**config.mk**
```make
export PLATFORM = sky130hd
export DESIGN_NAME = sorted_insert_queue
export DESIGN_NICKNAME = d
export VERILOG_FILES = /design/src/rtl/sqi_pkg.sv /design/src/rtl/sqi_cell.sv /design/src/rtl/sorted_insert_queue.sv
export SDC_FILE = /design/constraint.sdc
export NUM_CORES = 2
export LEC_CHECK = 0
export BUFFER_PORTS_ARGS = -buffer_cell sky130_fd_sc_hd__buf_2
export CORE_MARGIN = 1.5
export CORE_UTILIZATION = 43
export DETAILED_ROUTE_END_ITERATION = 12
export GPL_ROUTABILITY_DRIVEN = 0
export HOLD_SLACK_MARGIN = 0.12
export SLEW_MARGIN = 40
export SYNTH_ARGS = -nofsm -noshare
export SYNTH_HDL_FRONTEND = slang
export SYNTH_SLANG_ARGS = --single-unit
```
**constraint.sdc**
```tcl
create_clock -name clk -period 4.7 [get_ports clk]
set_input_delay 0.235 -clock clk [delete_from_list [all_inputs] [get_ports clk]]
set_output_delay 0.235 -clock clk [all_outputs]
set_load 0.02 [all_outputs]
```
**src/rtl/sqi_pkg.sv**
```systemverilog
`default_nettype none

package sqi_pkg;

    // default sizes of the store
    localparam int DEPTH_DEF     = 16;
    localparam int KEY_WIDTH_DEF = 32;

    // fixed field widths on the stream ports
    localparam int CMD_W     = 2;
    localparam int IN_KEY_W  = 32;
    localparam int RANK_W    = 4;
    localparam int OUT_KEY_W = 32;
    localparam int STATUS_W  = 2;
    localparam int COUNT_W   = 5;
    localparam int S_DATA_W  = 40;
    localparam int M_DATA_W  = 40;
    localparam int M_USER_W  = 3;

    typedef enum logic [CMD_W-1:0] {
        CMD_INSERT = 2'd0,
        CMD_POP    = 2'd1,
        CMD_GET    = 2'd2,
        CMD_CLEAR  = 2'd3
    } sqi_cmd_t;

    localparam logic [STATUS_W-1:0] ST_OK    = 2'd0;
    localparam logic [STATUS_W-1:0] ST_FULL  = 2'd1;
    localparam logic [STATUS_W-1:0] ST_EMPTY = 2'd2;

    // per-cycle control broadcast to every cell
    typedef struct packed {
        logic insert;
        logic pop;
    } sqi_ctrl_t;

endpackage

`default_nettype wire

```
**src/rtl/sqi_cell.sv**
```systemverilog
`default_nettype none

module sqi_cell #(
    parameter int KEY_WIDTH = sqi_pkg::KEY_WIDTH_DEF
) (
    input  wire                  clk,
    input  sqi_pkg::sqi_ctrl_t   ctrl,
    input  wire  [KEY_WIDTH-1:0] new_key,
    input  wire                  occupied,   // cell index below entry count
    input  wire                  tail,       // cell index equals entry count
    input  wire                  left_gt,
    input  wire  [KEY_WIDTH-1:0] left_key,
    input  wire  [KEY_WIDTH-1:0] right_key,
    output logic                 gt,
    output logic [KEY_WIDTH-1:0] key
);

    logic [KEY_WIDTH-1:0] key_reg;
    logic [KEY_WIDTH-1:0] key_next;

    assign gt  = occupied && (key_reg > new_key);
    assign key = key_reg;

    always_comb
    begin
        key_next = key_reg;
        if (ctrl.insert)
        begin
            // neighbor below moves up, first greater or first free slot takes the key
            if (left_gt)
                key_next = left_key;
            else if (gt || tail)
                key_next = new_key;
        end
        else if (ctrl.pop)
        begin
            key_next = right_key;
        end
    end

    always_ff @(posedge clk)
    begin
        key_reg <= key_next;
    end

endmodule

`default_nettype wire

```
**src/rtl/sorted_insert_queue.sv**
```systemverilog
`default_nettype none

// channel   dir  tdata (low bit up)                      tuser (low bit up)
// s_*       in   key[31:0], rank[35:32], zero fill       command[1:0]
// m_*       out  out_key[31:0], count[36:32], zero fill  found[0], status[2:1]
//
// the row of compare-and-shift cells updates the whole store in the cycle
// the request is accepted, and the response is registered for the next cycle
// a new request is taken while the response register is empty or being drained
// reset clears the entry count and the response valid; cell contents are
// left as they are and only cells below the count are ever read
// a stalled m_tready holds the response and stops further requests

module sorted_insert_queue #(
    parameter int DEPTH     = sqi_pkg::DEPTH_DEF,
    parameter int KEY_WIDTH = sqi_pkg::KEY_WIDTH_DEF
) (
    input  wire                           clk,
    input  wire                           rst_n,
    input  wire                           s_tvalid,
    output logic                          s_tready,
    input  wire  [sqi_pkg::S_DATA_W-1:0]  s_tdata,   // key, rank
    input  wire  [sqi_pkg::CMD_W-1:0]     s_tuser,   // command
    output logic                          m_tvalid,
    input  wire                           m_tready,
    output logic [sqi_pkg::M_DATA_W-1:0]  m_tdata,   // out_key, count
    output logic [sqi_pkg::M_USER_W-1:0]  m_tuser    // found, status
);

    localparam int CNT_W = $clog2(DEPTH + 1);
    localparam int IDX_W = $clog2(DEPTH);
    localparam int CMP_W = (CNT_W > sqi_pkg::RANK_W) ? CNT_W : sqi_pkg::RANK_W;

    // request fields
    sqi_pkg::sqi_cmd_t                 cmd;
    logic [sqi_pkg::IN_KEY_W-1:0]      in_key;
    logic [sqi_pkg::RANK_W-1:0]        in_rank;
    logic [KEY_WIDTH-1:0]              new_key;
    logic                              fire;

    // store control
    logic [CNT_W-1:0]                  count_reg;
    logic [CNT_W-1:0]                  count_next;
    logic                              full;
    logic                              empty;
    logic                              rank_ok;
    logic [CMP_W-1:0]                  rank_x;
    logic [CMP_W-1:0]                  count_x;
    sqi_pkg::sqi_ctrl_t                ctrl;

    // cell row
    logic [DEPTH-1:0]                  gt;
    logic [KEY_WIDTH-1:0]              keys [DEPTH];

    // response register
    logic                              valid_reg;
    logic [sqi_pkg::OUT_KEY_W-1:0]     out_key_reg;
    logic                              found_reg;
    logic [sqi_pkg::STATUS_W-1:0]      status_reg;
    logic [sqi_pkg::COUNT_W-1:0]       count_out_reg;
    logic [sqi_pkg::OUT_KEY_W-1:0]     out_key_next;
    logic                              found_next;
    logic [sqi_pkg::STATUS_W-1:0]      status_next;

    assign cmd     = sqi_pkg::sqi_cmd_t'(s_tuser);
    assign in_key  = s_tdata[sqi_pkg::IN_KEY_W-1:0];
    assign in_rank = s_tdata[sqi_pkg::IN_KEY_W +: sqi_pkg::RANK_W];
    assign new_key = KEY_WIDTH'(in_key);

    assign s_tready = !valid_reg || m_tready;
    assign fire     = s_tvalid && s_tready;

    assign full    = (count_reg == CNT_W'(DEPTH));
    assign empty   = (count_reg == '0);
    assign rank_x  = CMP_W'(in_rank);
    assign count_x = CMP_W'(count_reg);
    assign rank_ok = (rank_x < count_x);

    always_comb
    begin
        ctrl         = '0;
        count_next   = count_reg;
        out_key_next = '0;
        found_next   = 1'b0;
        status_next  = sqi_pkg::ST_OK;
        case (cmd)
            sqi_pkg::CMD_INSERT:
            begin
                if (full)
                    status_next = sqi_pkg::ST_FULL;
                else
                begin
                    ctrl.insert = fire;
                    count_next  = count_reg + CNT_W'(1);
                end
            end
            sqi_pkg::CMD_POP:
            begin
                if (empty)
                    status_next = sqi_pkg::ST_EMPTY;
                else
                begin
                    ctrl.pop     = fire;
                    count_next   = count_reg - CNT_W'(1);
                    out_key_next = sqi_pkg::OUT_KEY_W'(keys[0]);
                    found_next   = 1'b1;
                end
            end
            sqi_pkg::CMD_GET:
            begin
                if (!rank_ok)
                    status_next = sqi_pkg::ST_EMPTY;
                else
                begin
                    out_key_next = sqi_pkg::OUT_KEY_W'(keys[rank_x[IDX_W-1:0]]);
                    found_next   = 1'b1;
                end
            end
            sqi_pkg::CMD_CLEAR:
            begin
                count_next = '0;
            end
            default:
            begin
                count_next = count_reg;
            end
        endcase
    end

    // row of cells, each handing its key up or down the chain
    for (genvar i = 0; i < DEPTH; i++)
    begin : g_cell
        logic                 left_gt;
        logic [KEY_WIDTH-1:0] left_key;
        logic [KEY_WIDTH-1:0] right_key;

        if (i == 0)
        begin : g_first
            assign left_gt  = 1'b0;
            assign left_key = new_key;
        end
        else
        begin : g_mid
            assign left_gt  = gt[i-1];
            assign left_key = keys[i-1];
        end

        if (i == DEPTH - 1)
        begin : g_last
            // top slot frees up on pop, its new content is never read
            assign right_key = keys[i];
        end
        else
        begin : g_inner
            assign right_key = keys[i+1];
        end

        sqi_cell #(
            .KEY_WIDTH (KEY_WIDTH)
        ) u_cell (
            .clk       (clk),
            .ctrl      (ctrl),
            .new_key   (new_key),
            .occupied  (CNT_W'(i) < count_reg),
            .tail      (CNT_W'(i) == count_reg),
            .left_gt   (left_gt),
            .left_key  (left_key),
            .right_key (right_key),
            .gt        (gt[i]),
            .key       (keys[i])
        );
    end

    always_ff @(posedge clk or negedge rst_n)
    begin
        if (!rst_n)
        begin
            count_reg <= '0;
            valid_reg <= 1'b0;
        end
        else
        begin
            if (fire)
            begin
                count_reg <= count_next;
                valid_reg <= 1'b1;
            end
            else if (m_tready)
            begin
                valid_reg <= 1'b0;
            end
        end
    end

    // response payload, loaded with each accepted request
    always_ff @(posedge clk)
    begin
        if (fire)
        begin
            out_key_reg   <= out_key_next;
            found_reg     <= found_next;
            status_reg    <= status_next;
            count_out_reg <= sqi_pkg::COUNT_W'(count_next);
        end
    end

    assign m_tvalid = valid_reg;
    assign m_tdata  = {{(sqi_pkg::M_DATA_W - sqi_pkg::OUT_KEY_W - sqi_pkg::COUNT_W){1'b0}},
                       count_out_reg, out_key_reg};
    assign m_tuser  = {status_reg, found_reg};

endmodule

`default_nettype wire

```
# Yosys cells after proc, flatten, opt, wreduce, memory -nomap -nowiden
# Cells that the tools add are included.
op_classes:
  n_bitwise: 1
  n_div: 0
  muxes: 83
  n_eq_ne: 34
  shifts: 0
  magnitude_cmp: 34
  n_addsub: 2
  reduce_logical: 56
  mul: 0
op_table:
  columns: ["operator", "n"]
  rows:
  - ["32-bit 2-to-1 mux", 65]
  - ["32-bit > comparator", 16]
  - ["32-bit binary-select mux with 4-bit select", 1]
  - ["32-bit one-hot mux with 2 select lines", 1]
  - ["3-bit by 1-bit inequality test with 1-bit output (second input constant)", 14]
  - ["4-bit by 5-bit == test with 1-bit output (first input constant)", 8]
  - ["4-bit by 5-bit < comparator with 1-bit output (first input constant)", 8]
  - ["2-bit AND reduction", 16]
  - ["3-bit by 5-bit == test with 1-bit output (first input constant)", 4]
  - ["3-bit by 5-bit < comparator with 1-bit output (first input constant)", 4]
  - ["1-bit logical AND", 17]
  - ["1-bit logical OR", 17]
  - ["5-bit one-hot mux with 3 select lines", 1]
  - ["2-bit by 5-bit == test with 1-bit output (first input constant)", 2]
  - ["1-bit by 5-bit < comparator with 1-bit output (first input constant)", 2]
  - ["2-bit by 5-bit < comparator with 1-bit output (first input constant)", 2]
  - ["5-bit 2-to-1 mux", 2]
  - ["1-bit 2-to-1 mux", 9]
  - ["2-bit one-hot mux with 3 select lines", 1]
  - ["2-bit nonzero test", 3]
  - ["5-bit by 1-bit adder with 5-bit output (second input constant)", 1]
  - ["1-bit by 5-bit == test with 1-bit output (first input constant)", 1]
  - ["5-bit == test (second input constant)", 1]
  - ["5-bit greater-or-equal comparator (second input constant)", 1]
  - ["11 further kinds", 13]
totals:
  rom_bits: 0
  wordCells: 232
  regBits: 558
  out_inout_bits: 45
  ramBits: 0
  memories: 0
  input_bits: 46
  latch_bits: 0

# Longest topological paths before layout
depth:
  depth_word: 7
  mapped_depth: 11
  depth_no_buf: 8

# Hierarchy
# Synthesis repeated with hierarchy kept, for this count alone.
unflattened:
  hier_cells: 4616
  area_unflattened_um2: 45527.4
by_module_without_submodules:
  columns: ["mod", "cells_per_inst", "area_per_inst_um2", "seq_area_each_um2", "instances"]
  rows:
  - ["sqi_cell (g_cell[0].u_cell ...)", 257, 2456.1, 960.9, 14]
  - ["sorted_insert_queue", 502, 6222.2, 1351.3, 1]
  - ["sqi_cell (g_cell[8].u_cell ...)", 258, 2459.9, 960.9, 2]

# Worst setup path after synthesis
# No wires, ideal clock.
synth_path:
  path_type: "input to register"
  from: "in s_tdata[30] (netlist name)"
  to: "reg g_cell[8].u_cell.key_reg[0] (enable)"
  setup_ps: 440
  t_required_ps: 4260
  setup_slack_ps: 216
  arrival_time_ps: 4044
  cell_stages: 10
  path_buffers: 2
  path_cell_list: "inv_1 ha_1 nand4_1 or4_1 nor3_2 o31ai_1 and2_1 buf_4 buf_6 a41oi_1"
synth_via:
  elab_chain_cells: 5
  elab_cells_between_ends: 7
synth_rtl:
  columns: ["element", "line", "source"]
  rows:
  - ["from (decl)", "sorted_insert_queue.sv:22", "input wire [sqi_pkg::S_DATA_W-1:0] s_tdata,"]
  - ["32-bit > comparator", "sqi_cell.sv:21", "assign gt = occupied && (key_reg > new_key);"]
  - ["1-bit logical AND", "sqi_cell.sv:21", null]
  - ["1-bit logical OR", "sqi_cell.sv:32", "else if (gt || tail)"]
  - ["3-bit by 1-bit inequality test with 1-bit output (no line) *", null, null]
  - ["2-bit AND reduction (no line) *", null, null]
  - ["to (signal assigned)", "sqi_cell.sv:43", "key_reg <= key_next;"]
  - ["to (decl)", "sqi_cell.sv:18", "logic [KEY_WIDTH-1:0] key_reg;"]
# Every way passes the cells marked *; elsewhere a longest branch is shown, timed or not.
# A chain may end at the register's enable or synchronous reset.

# Worst setup path in the final report
layout_path:
  from: "in s_tdata[24] (netlist name)"
  to: "reg g_cell[1].u_cell.key_reg[25] (enable)"
layout_via:
  elab_chain_cells: 5
  elab_cells_between_ends: 7
layout_rtl:
  columns: ["element", "line"]
  rows:
  - ["32-bit > comparator", "sqi_cell.sv:21"]
  - ["1-bit logical AND", "sqi_cell.sv:21"]
  - ["1-bit logical OR", "sqi_cell.sv:32"]
  - ["3-bit by 1-bit inequality test with 1-bit output (no line) *", null]
  - ["2-bit AND reduction (no line) *", null]
  - ["to (signal assigned)", "sqi_cell.sv:43"]
  - ["to (decl)", "sqi_cell.sv:18"]
# Marked as above.

==> reports/metrics.yaml <==
placement:
  place_area_sq_mm: 0.0477
  place_hpwl_um: 131000
  place_inst: 5833
  port_buffers: 83
  dpl_worst_slack_ns: 0.198
timing:
  holdWs_ns: 0.179
  finalSetupTns_ns: 0
  setup_slack_ns: 0.804
  fin_skew_ns: 0.0245
  worstMarginPinSlew_ns: 0.867
  rsz0062_at_grt: "false"
  final_hold_viol_count: 0
  finalMaxSlewViolations: 0
  setup_violations: 0
  max_freq_mhz: 257
  layout_min_cycle_time_ns: 3.90
  relSlewSlack_pct: 41.8
  period_share_pct: 82.9
min_path:
  worstHoldPathType: "in2reg"
synth:
  syn_avg_cell_area_sq_um: 9.81
  yosysUniqueCellTypes: 70
  netlist_area_sq_mm: 0.0445
  synth_compound_area_share_pct: 20.6
  synth-simple-area-share_pct: 14.0
  yosysWarnings: 0
  syn_inst: 4537
  synthXorXnorAreaFrac_pct: 0.0197
  synth_ff_type: "edfxtp_1"
  synth_edf_count: 552
  synth_top_family_by_area: "compound AO/OA/AOI/OAI gates"
  synth_mux_area_share_pct: 8.98
  ys_seq_area_share_pct: 37.6
  ys_ff_latch: 558
  synthAdderAreaFrac_pct: 14.8
  async_flop_share_pct: 1.08
finish:
  area_growth_pct: 12.4
  final_cells: 5973
  nets: 5118
  layout_common_cells: "edfxtp_1 (552), ha_1 (524), nor2_1 (439)"
  largest_reg_flops: 512
  drive_above_1_share_pct: 14.1
  finalInstanceArea_sq_mm: 0.0500
  layout.cells.most_common: "edfxtp_1"
  final_util_pct: 49.0
detailed_routing:
  first_pass_iters: 6
  wl_met2_um: 73400
  drt_iter0_drc: 5994
  met1_length_um: 69800
  wl_um: 172000
  drc: 0
  detail-route-antenna-nets: 0
  top_layer: "met5"
  wl_met3_um: 22300
  avgRoutedWirePerCell_um: 28.8
  vias_per_cell: 6.91
  vias: 41300
clock_network:
  cts_tree: "yes"
  insertion_delay_ns: 0.66
  cts_buffer_depth: 3
  cts_setup_buffers: 0
  clock-root-buffer: "clkbuf_16"
  cts_buffers: 73
  cts_sinks: 558
  cts-htree-levels: 3
  clk_pin_slew_ns: 0.06
floorplan:
  core_sq_mm: 0.102
  start_util_pct: 43.6
  die_w_um: 325
  core.rowCount: 117
  dieArea_sq_mm: 0.105
  die_h_um: 325
  io_pins: 91
worst_setup_path:
  path_max_fanout: 24
  cp-start-kind: "primary input"
  cpLargestDelayFamily: "simple AND/OR/NAND/NOR gates"
  worst_ep_required_time_ns: 5.09
  path_cells: "buf_2, inv_1, buf_4, ha_1, nand4_1, or4_1, nor4b_1, a211oi_4, nor2_1, a41oi_4, buf_12"
  crit_arrival_ns: 4.28
  cp_num_buf_inv: 4
  cp_slowest_stage_delay_ns: 0.66
  crit_path_end_kind: "flip-flop"
  crit_type: "in2reg"
  crit_slowest_cell: "nor4b_1"
power:
  ir_drop_v: 0.000216
  power_mw: 17.2
  p_leak_nw: 18.2
  power_density_mw_per_mm2: 345
global_routing:
  grt_pass1_vias: 38500
  grt_overflow_total: 0
  track_usage_pct: 31.7
  grt_antenna_before_repair: 9
  grt_pass1_wl_um: 254000
  grt_max_degree: 117
run:
  drv_cap: 0
run_status:
  status: "finished clean"
-- per-layer routing --
layer	vias to the layer above	track usage, %
met4	2	11.6
met2	2741	46.8
met1	20200	44.8
met3	289	7.60
met5	-	0
li1	18000	-
-- report_power, final --
group          switching, mW  internal (mW)
combinational           3.45           1.78
clock                   2.38           3.21
sequential             0.447           5.97
-- synthesized netlist by cell type, types with 41 or more instances --
master	n	area [sq um]
edfxtp_1	552	16600
ha_1	525	6570
nor2_1	439	1650
o21ai_0	426	2130
nand3_1	393	1970
a31oi_1	360	2250
a21oi_1	315	1580
clkbuf_1	259	972
nand2_1	248	931
mux4_2	160	3600
nand4_1	123	769
a221o_1	111	1110
buf_2	69	345
inv_1	63	236
a21o_1	53	398
o211ai_1	46	345
a21boi_0	41	308
-- worst paths after layout --
check	startpoint	to	slack, ns	cells past startpoint
worst max-delay path	s_tdata[24]	g_cell[1].u_cell.key[25]	0.80	11
worst min-delay path	s_tdata[24]	g_cell[13].u_cell.key[24]	0.18	3
worst max register to register	g_cell[0].u_cell.key[27]	g_cell[1].u_cell.key[25]	0.87	8
worst min register to register	g_cell[9].u_cell.key[0]	g_cell[8].u_cell.key[0]	0.63	1
max in group asynchronous	rst_n	count_reg[4]	3.88	3
min in group asynchronous	rst_n	m_tvalid	0.57	3
-- cell families after synthesis --
| logic type | Yosys count |
|---|---|
| simple gates | 1348 |
| buf+inv | 435 |
| xor+xnor | 1 |
| flops | 558 |
| mux | 195 |
| compound gates | 1474 |
| fa+ha+maj | 525 |
| other cells | 1 |
-- repair_timing --
item                                   4_1_cts  5_1_grt
gates resized for setup                      0        0
endpoints found under the hold margin       10        0
hold buffers                                 7        0
-- worst register-to-register path, stage by stage (launching register included) --
cell and delay (ns):
edfxtp_1 0.47, ha_1 0.36, nand4_1 0.30, or4_1 0.65
nor4b_1 0.66, a211oi_4 0.06, nor2_1 0.44, a41oi_4 0.34
buf_12 0.27
-- layout make-up --
cell class / instances / area, sq um
antenna: 1 / 2.50
clock buffer: 95 / 2040
clock inverter: 37 / 246
fill: 9504 / 52100
inverter: 65 / 244
multi-input combinational: 3546 / 26700
sequential: 558 / 16700
tap: 1368 / 1710
timing repair buffer: 303 / 2420
No activity file was read; power rests on OpenSTA's default activity.
